`src/rtl/assert_macros.svh`:
```
// assertion macros shared by the rtl files
`ifndef ASSERT_MACROS_SVH
`define ASSERT_MACROS_SVH

// property must hold at every clock edge outside reset
`define PIA_ASSERT(lbl, prop) \
  lbl: assert property (@(posedge clk_i) disable iff (!rst_ni) (prop)) \
    else $error("assertion failed");

// condition must never be seen outside reset
`define PIA_ASSERT_NEVER(lbl, cond) \
  lbl: assert property (@(posedge clk_i) disable iff (!rst_ni) !(cond)) \
    else $error("forbidden condition seen");

`endif

```
`src/rtl/pia_pkg.sv`:
```
// ----------------------------------------------------------------------------
// pia_pkg
// types and constants of the two-port parallel interface adapter
// ----------------------------------------------------------------------------
package pia_pkg;

  localparam int unsigned InDataW  = 32;
  localparam int unsigned OutDataW = 32;

  typedef enum logic [2:0] {
    CMD_READ   = 3'd0,
    CMD_WRITE  = 3'd1,
    CMD_CA1    = 3'd2,
    CMD_CA2    = 3'd3,
    CMD_CB1    = 3'd4,
    CMD_CB2    = 3'd5,
    CMD_LOAD_A = 3'd6,
    CMD_LOAD_B = 3'd7
  } cmd_e;

  // control register bit positions
  localparam int unsigned CtrlIrqEn  = 0;
  localparam int unsigned CtrlL1Edge = 1;
  localparam int unsigned CtrlData   = 2;
  localparam int unsigned CtrlL2Ctrl = 3;
  localparam int unsigned CtrlL2Edge = 4;
  localparam int unsigned CtrlL2Out  = 5;

  // line-2 output mode, control bits 4..3
  localparam logic [1:0] ModeStrobe = 2'b10;
  localparam logic [1:0] ModeManual = 2'b11;

  typedef struct packed {
    logic       rd;
    logic       wr;
    logic       ctl_sel;
    logic       l1_evt;
    logic       l2_evt;
    logic       load;
    logic       level;
    logic [7:0] wdata;
    logic [7:0] pins;
  } port_cmd_t;

  typedef struct packed {
    logic [7:0] rd_data;
    logic       irq;
    logic       l2;
    logic [7:0] drive;
    logic       strobe;
  } port_res_t;

endpackage

```
`src/rtl/pia_port.sv`:
```
// ----------------------------------------------------------------------------
// pia_port
// one port: output, direction and control registers, two flags, two lines
// ----------------------------------------------------------------------------
module pia_port (
  input  logic                clk_i,
  input  logic                rst_ni,
  input  logic                advance_i,
  input  pia_pkg::port_cmd_t  cmd_i,
  output pia_pkg::port_res_t  res_o
);
  import pia_pkg::*;

  logic [7:0] out_q, out_d;
  logic [7:0] dir_q, dir_d;
  logic [5:0] ctrl_q, ctrl_d;
  logic       f1_q, f1_d, f2_q, f2_d;
  logic       l1_q, l1_d, l2_q, l2_d;
  logic [7:0] rd_data;
  logic       strobe;

  always_comb begin
    out_d   = out_q;
    dir_d   = dir_q;
    ctrl_d  = ctrl_q;
    f1_d    = f1_q;
    f2_d    = f2_q;
    l1_d    = l1_q;
    l2_d    = l2_q;
    rd_data = 8'h00;
    strobe  = 1'b0;
    if (cmd_i.rd) begin
      if (cmd_i.ctl_sel) begin
        rd_data = {f1_q, f2_q, ctrl_q};
      end else if (!ctrl_q[CtrlData]) begin
        rd_data = dir_q;
      end else begin
        rd_data = (out_q & dir_q) | (cmd_i.pins & ~dir_q);
        f1_d    = 1'b0;
        f2_d    = 1'b0;
      end
    end
    if (cmd_i.wr) begin
      if (cmd_i.ctl_sel) begin
        ctrl_d = cmd_i.wdata[5:0];
        if (cmd_i.wdata[CtrlL2Out] && cmd_i.wdata[4:3] == ModeManual) begin
          l2_d = cmd_i.wdata[CtrlL2Ctrl];
        end
      end else if (!ctrl_q[CtrlData]) begin
        dir_d = cmd_i.wdata;
      end else begin
        out_d = cmd_i.wdata;
        if (ctrl_q[CtrlL2Out] && ctrl_q[4:3] == ModeStrobe) begin
          l2_d   = 1'b1;
          strobe = 1'b1;
        end
      end
    end
    if (cmd_i.l1_evt) begin
      l1_d = cmd_i.level;
      if (ctrl_q[CtrlL1Edge] ? (!l1_q && cmd_i.level) : (l1_q && !cmd_i.level)) begin
        f1_d = 1'b1;
      end
    end
    if (cmd_i.l2_evt && !ctrl_q[CtrlL2Out]) begin
      l2_d = cmd_i.level;
      if (ctrl_q[CtrlL2Edge] ? (!l2_q && cmd_i.level) : (l2_q && !cmd_i.level)) begin
        f2_d = 1'b1;
      end
    end
    if (cmd_i.load) begin
      out_d = cmd_i.wdata;
    end
  end

  always_ff @(posedge clk_i or negedge rst_ni) begin
    if (!rst_ni) begin
      out_q  <= '0;
      dir_q  <= '0;
      ctrl_q <= '0;
      f1_q   <= 1'b0;
      f2_q   <= 1'b0;
      l1_q   <= 1'b0;
      l2_q   <= 1'b0;
    end else if (advance_i) begin
      out_q  <= out_d;
      dir_q  <= dir_d;
      ctrl_q <= ctrl_d;
      f1_q   <= f1_d;
      f2_q   <= f2_d;
      l1_q   <= l1_d;
      l2_q   <= l2_d;
    end
  end

  // result reflects the state after this item
  always_comb begin
    res_o.rd_data = rd_data;
    res_o.irq     = (f1_d && ctrl_d[CtrlIrqEn]) ||
                    (f2_d && !ctrl_d[CtrlL2Out] && ctrl_d[CtrlL2Ctrl]);
    res_o.l2      = l2_d;
    res_o.drive   = out_d & dir_d;
    res_o.strobe  = strobe;
  end

`include "assert_macros.svh"

  `PIA_ASSERT(a_read_clears_flags,
    advance_i && cmd_i.rd && !cmd_i.ctl_sel && ctrl_q[CtrlData] |=> !f1_q && !f2_q)
  `PIA_ASSERT(a_strobe_leaves_high, res_o.strobe |-> res_o.l2)
  `PIA_ASSERT(a_output_line_ignores_event,
    advance_i && cmd_i.l2_evt && ctrl_q[CtrlL2Out] |=> $stable(l2_q))

endmodule

```
`src/rtl/parallel_interface_adapter.sv`:
```
// ----------------------------------------------------------------------------
// parallel_interface_adapter
// two-port parallel interface adapter with bus access, line events and loads
// ----------------------------------------------------------------------------
//
//   channel   dir  fields (tdata, lowest bit first)
//   s_axis    in   command[2:0] reg_sel[4:3] write_data[12:5] line_level[13]
//                  pins_a[21:14] pins_b[29:22], zero pad [31:30]
//   m_axis    out  read_data[7:0] irq_a[8] irq_b[9] ca2_level[10]
//                  cb2_level[11] port_a_drive[19:12] port_b_drive[27:20]
//                  ca2_strobe[28] cb2_strobe[29], zero pad [31:30]
//
// one item per clock sustained while the output is not stalled; an item passes
// through the input register, then the port logic into the result register
// the port state registers update in the cycle an item moves into the result
// register, so each item sees all earlier items
// a stalled output holds the result register and the input register; with the
// result register empty the input side is always ready
// reset clears all port registers, flags and line levels
//
module parallel_interface_adapter (
  input  logic                         clk_i,
  input  logic                         rst_ni,
  input  logic                         s_axis_tvalid,
  output logic                         s_axis_tready,
  input  logic [pia_pkg::InDataW-1:0]  s_axis_tdata,   // command, reg_sel, write_data,
                                                       // line_level, pins_a, pins_b
  output logic                         m_axis_tvalid,
  input  logic                         m_axis_tready,
  output logic [pia_pkg::OutDataW-1:0] m_axis_tdata    // read_data, irq_a, irq_b,
                                                       // ca2_level, cb2_level,
                                                       // port_a_drive, port_b_drive,
                                                       // ca2_strobe, cb2_strobe
);
  import pia_pkg::*;

  // input register
  logic        in_vld_q;
  logic [29:0] in_q;
  logic        advance;

  // result register
  logic        out_vld_q;
  logic [29:0] out_q, out_d;

  // fields of the held item
  cmd_e       cmd;
  logic [1:0] reg_sel;
  logic [7:0] wdata;
  logic       level;
  logic [7:0] pins_a, pins_b;

  port_cmd_t cmd_a, cmd_b;
  port_res_t res_a, res_b;

  // item moves on when the result register is free or being drained
  assign advance       = in_vld_q && (!out_vld_q || m_axis_tready);
  assign s_axis_tready = !in_vld_q || advance;

  always_ff @(posedge clk_i or negedge rst_ni) begin
    if (!rst_ni) begin
      in_vld_q <= 1'b0;
    end else if (s_axis_tready) begin
      in_vld_q <= s_axis_tvalid;
    end
  end

  always_ff @(posedge clk_i) begin
    if (s_axis_tready && s_axis_tvalid) begin
      in_q <= s_axis_tdata[29:0];
    end
  end

  assign cmd     = cmd_e'(in_q[2:0]);
  assign reg_sel = in_q[4:3];
  assign wdata   = in_q[12:5];
  assign level   = in_q[13];
  assign pins_a  = in_q[21:14];
  assign pins_b  = in_q[29:22];

  // command decode, split per port; reg_sel[1] picks the port of a bus access
  always_comb begin
    cmd_a         = '0;
    cmd_b         = '0;
    cmd_a.ctl_sel = reg_sel[0];
    cmd_b.ctl_sel = reg_sel[0];
    cmd_a.level   = level;
    cmd_b.level   = level;
    cmd_a.wdata   = wdata;
    cmd_b.wdata   = wdata;
    cmd_a.pins    = pins_a;
    cmd_b.pins    = pins_b;
    unique case (cmd)
      CMD_READ: begin
        cmd_a.rd = !reg_sel[1];
        cmd_b.rd = reg_sel[1];
      end
      CMD_WRITE: begin
        cmd_a.wr = !reg_sel[1];
        cmd_b.wr = reg_sel[1];
      end
      CMD_CA1:    cmd_a.l1_evt = 1'b1;
      CMD_CA2:    cmd_a.l2_evt = 1'b1;
      CMD_CB1:    cmd_b.l1_evt = 1'b1;
      CMD_CB2:    cmd_b.l2_evt = 1'b1;
      CMD_LOAD_A: cmd_a.load   = 1'b1;
      CMD_LOAD_B: cmd_b.load   = 1'b1;
      default: ;
    endcase
  end

  pia_port u_port_a (
    .clk_i    (clk_i),
    .rst_ni   (rst_ni),
    .advance_i(advance),
    .cmd_i    (cmd_a),
    .res_o    (res_a)
  );

  pia_port u_port_b (
    .clk_i    (clk_i),
    .rst_ni   (rst_ni),
    .advance_i(advance),
    .cmd_i    (cmd_b),
    .res_o    (res_b)
  );

  // only the addressed port returns nonzero read data
  assign out_d = {res_b.strobe, res_a.strobe, res_b.drive, res_a.drive,
                  res_b.l2, res_a.l2, res_b.irq, res_a.irq,
                  res_a.rd_data | res_b.rd_data};

  always_ff @(posedge clk_i or negedge rst_ni) begin
    if (!rst_ni) begin
      out_vld_q <= 1'b0;
    end else if (advance) begin
      out_vld_q <= 1'b1;
    end else if (m_axis_tready) begin
      out_vld_q <= 1'b0;
    end
  end

  always_ff @(posedge clk_i) begin
    if (advance) begin
      out_q <= out_d;
    end
  end

  assign m_axis_tvalid = out_vld_q;
  assign m_axis_tdata  = {2'b00, out_q};

`include "assert_macros.svh"

  `PIA_ASSERT(a_ready_when_result_empty, !out_vld_q |-> s_axis_tready)
  `PIA_ASSERT(a_full_and_stalled_blocks, in_vld_q && out_vld_q && !m_axis_tready
    |-> !s_axis_tready)
  `PIA_ASSERT_NEVER(a_strobe_with_read_data,
    out_vld_q && (out_q[28] || out_q[29]) && out_q[7:0] != 8'h00)

endmodule

```
`config.mk`:
```
export PLATFORM = sky130hd
export DESIGN_NAME = parallel_interface_adapter
export DESIGN_NICKNAME = d
export VERILOG_FILES = /design/src/rtl/pia_pkg.sv /design/src/rtl/pia_port.sv /design/src/rtl/parallel_interface_adapter.sv
export VERILOG_INCLUDE_DIRS = /design/src /design/src/rtl
export SDC_FILE = /design/constraint.sdc
export NUM_CORES = 1
export LEC_CHECK = 0
export BUFFER_PORTS_ARGS = -buffer_cell sky130_fd_sc_hd__buf_2
export CORE_ASPECT_RATIO = 0.75
export CORE_MARGIN = 2
export CORE_UTILIZATION = 25
export CTS_BUF_LIST = sky130_fd_sc_hd__clkbuf_8
export DETAILED_ROUTE_END_ITERATION = 7
export MAX_ROUTING_LAYER = met4
export PLACE_DENSITY_LB_ADDON = 0.15
export SLEW_MARGIN = 20
export SYNTH_ARGS = -nofsm -noshare
export SYNTH_HDL_FRONTEND = slang
export SYNTH_SLANG_ARGS = --single-unit
```
`constraint.sdc`:
```
create_clock -name clk_i -period 7.65 [get_ports clk_i]
set_input_delay 0.765 -clock clk_i [delete_from_list [all_inputs] [get_ports clk_i]]
set_output_delay 0.765 -clock clk_i [all_outputs]
set_load 0.01 [all_outputs]
```
==> key figures <==
Outcome
  • Status: finished, final reports clean

Setup path
  • Worst setup EP type: flip-flop
  • Startpoint Class: input port
  • Crit path DAT: 3290 ps
  • Required @ worst endpoint: approximately 8000 ps
  • Worst Path Max Fanout: 25
  • Critical path type: in -> reg

Synthesis
  • Yosys top cell by area: edfxtp_1
  • #FFs+latches synth: approximately 110
  • Gate count after technology mapping: between 400 and 500
  • Post-synth cell types: between 40 and 50
  • Main flop type after synthesis: edfxtp_1
  • Syn Area/Cell: approximately 12 um^2
  • Post-synth top area share: 0.353
  • Synth top area cells: edfxtp_1 (35%), dfrtp_1 (26%), mux2_2 (9.0%), nor2_1 (2.9%), o22ai_1 (2.8%)
  • EDFF count, synth: 60
  • Post-synth ARST share: 0.474
  • Ys Warns: 0
  • Post-synthesis sequential area ratio: 0.618
  • Mapped Area: roughly 0.0051 mm^2

Route
  • Antenna Nets Post-Route: 0
  • # DRC: 0
  • DR pass1 iterations: 4
  • Routed length per instance: around 18 um
  • Post-DR vias/cell: 4.75
  • Total Wirelength: 13.7 mm
  • Routed via count: roughly 3,500
  • DR iter-0 viols: ~190

Finish
  • Fin util: 0.300
  • Fin nets: 510
  • Non-Filler Instances: ~750
  • Final instance area: just over 0.006 mm^2
  • Most common cell after layout, fill and taps aside: buf_2
  • Share of post-route cells with drive strength above 1: 0.304
  • Fillers: just over 2,000
  • Commonest non-fill, non-tap cells in the layout: buf_2 (65), edfxtp_1 (60), dfrtp_1 (54)
  • Antenna Cells: 0
  • Area grow syn2layout: 18.6%

Pwr
  • Power per cell area: between 200 and 300 mW/mm^2
  • Leakage: ~2.4 nW
  • Total power: 1.69 mW
  • VDD IR-drop max: between 0.1 and 0.15 mV

Global route
  • First-pass GRT wire length: between 20 and 25 mm
  • Largest net degree at the start of global routing: 55
  • Global-route usage over all layers: 0.138
  • Vias in the first global route: 3,701
  • Initial antenna violation count: 0
  • Grt total ovfl: 0

Clock tree
  • CTS root buf: clkbuf_8
  • Worst skew pair latency: ~440 ps
  • # hold bufs at CTS: 0
  • CTS tree: built
  • CTS resizes: 0
  • CTS clk-pin slew, worst paths: about 80 ps
  • CTS sink count: 114
  • CTS H-tree lvls: 4
  • CTS max path bufs: 2
  • Setup Buffers After CTS: 0
  • Number of CTS-inserted buffers: 17

Timing
  • Slew HR: 0.380
  • Fin. max-slew vios: 0
  • Worst-Margin Slew: about 930 ps
  • Final hold vios: 0
  • Setup TNS: 0 ps
  • Setup violators final: 0
  • Period utilization: 0.389
  • RSZ-0062 raised after global routing: false
  • Fmax: 0.336 GHz
  • Period minus WS final: between 2000 and 3000 ps
  • Clk_skew: roughly 12 ps

Floorplan
  • Chip Height: about 130 um
  • Die Wd: around 170 um
  • DIE AREA: around 0.022 mm^2
  • Core box area: 0.0202 mm^2
  • Initial core utilization: 0.253
  • Boundary Pins: 70
  • FP Rows: 45

Place
  • DP HPWL: slightly above 9 mm
  • PortBufs: between 60 and 70
  • Placed instance count: 713
  • Placed cell area: roughly 0.0056 mm^2
  • Global placement routability congestion: 0.797

Flow run
  • Max Cap Viol: 0

Min path
  • Class of the tightest hold or removal check: in -> async
==> layout make-up <==
type,instances,area (um^2),area share
inverter,17,63.8,0.0105
tap,258,323,0.0533
multi-input combinational,255,1750,0.289
clock inverter,13,143,0.0236
clock buffer,19,262,0.0432
timing repair buffer,69,355,0.0587
sequential,114,3150,0.521
==> per-stage QoR <==
step	setup slack, ps	hold slack (ps)
after detailed placement	4160	506
final	4680	473
after floorplan	4810	469
after global placement	4200	497
after CTS	4630	462
after global routing	4490	464
==> flip-flops by register name, indices dropped and copies added (netlist names), 6 cells and up <==
name	cells
out_q	30
u_port_b.out_q	8
u_port_a.ctrl_q	6
u_port_b.ctrl_q	6
u_port_a.dir_q	8
u_port_a.out_q	8
in_q	30
u_port_b.dir_q	8
==> path summary, 6_finish.rpt <==
kind	slack [ps]	cells past startpoint	startpoint	to
max in group asynchronous	6670	2	rst_ni	u_port_b.dir_q[5]$_DFFE_PN0P_
hold reg to reg	520	2	u_port_b.f2_q$_DFFE_PN0P_	u_port_b.f2_q$_DFFE_PN0P_
setup reg to reg	4800	6	m_axis_tvalid$_DFFE_PN0P_	u_port_a.dir_q[3]$_DFFE_PN0P_
setup / recovery	4680	7	m_axis_tready	u_port_a.dir_q[3]$_DFFE_PN0P_
hold / removal	470	2	rst_ni	u_port_a.l2_q$_DFFE_PN0P_
min in group clk_i	500	1	s_axis_tdata[2]	in_q[2]$_DFFE_PP_
==> per-layer routing <==
metal / track usage / part of all wire
met1: 0.186 / 0.51
met2: 0.203 / 0.44
met3: 0.0287 / 0.035
met4: 0.0548 / 0.014
met5: - / 0
==> report_power, final <==
part           switching (mW)  internal [mW]  leakage, nW  total, mW
clock                   0.248          0.333        0.215      0.581
combinational           0.132          0.121        0.921      0.253
sequential              0.100          0.756         1.27      0.856
total                   0.481           1.21         2.41       1.69
==> Yosys cell counts, drive strengths merged (2+ instances only) <==
| cell | count |
|---|---|
| a211oi | 13 |
| a21oi | 26 |
| a22oi | 3 |
| a311oi | 12 |
| a31o | 2 |
| and2 | 5 |
| buf | 17 |
| clkbuf | 9 |
| dfrtp | 54 |
| edfxtp | 60 |
| inv | 16 |
| mux2 | 41 |
| mux2i | 4 |
| nand2 | 18 |
| nand2b | 8 |
| nand3 | 9 |
| nand4b | 3 |
| nor2 | 39 |
| nor2b | 8 |
| nor3 | 3 |
| nor3b | 2 |
| nor4 | 2 |
| nor4b | 2 |
| nor4bb | 2 |
| o21ai | 15 |
| o22ai | 23 |
| o311a | 2 |
| or3 | 2 |
==> logic make-up after synthesis <==
group,synth area share
mux,0.0983
buf+inv,0.0397
other cells,0.000735
compound gates,0.125
flops,0.618
simple gates,0.119
==> critical path, cell delays in order <==
cell and delay [ps]:
buf_2 100, nand2b_1 190, nand2_1 270, clkinv_1 730, buf_4 530, and2_1 360, mux2_2 330
No activity file was read; power rests on OpenSTA's default activity.
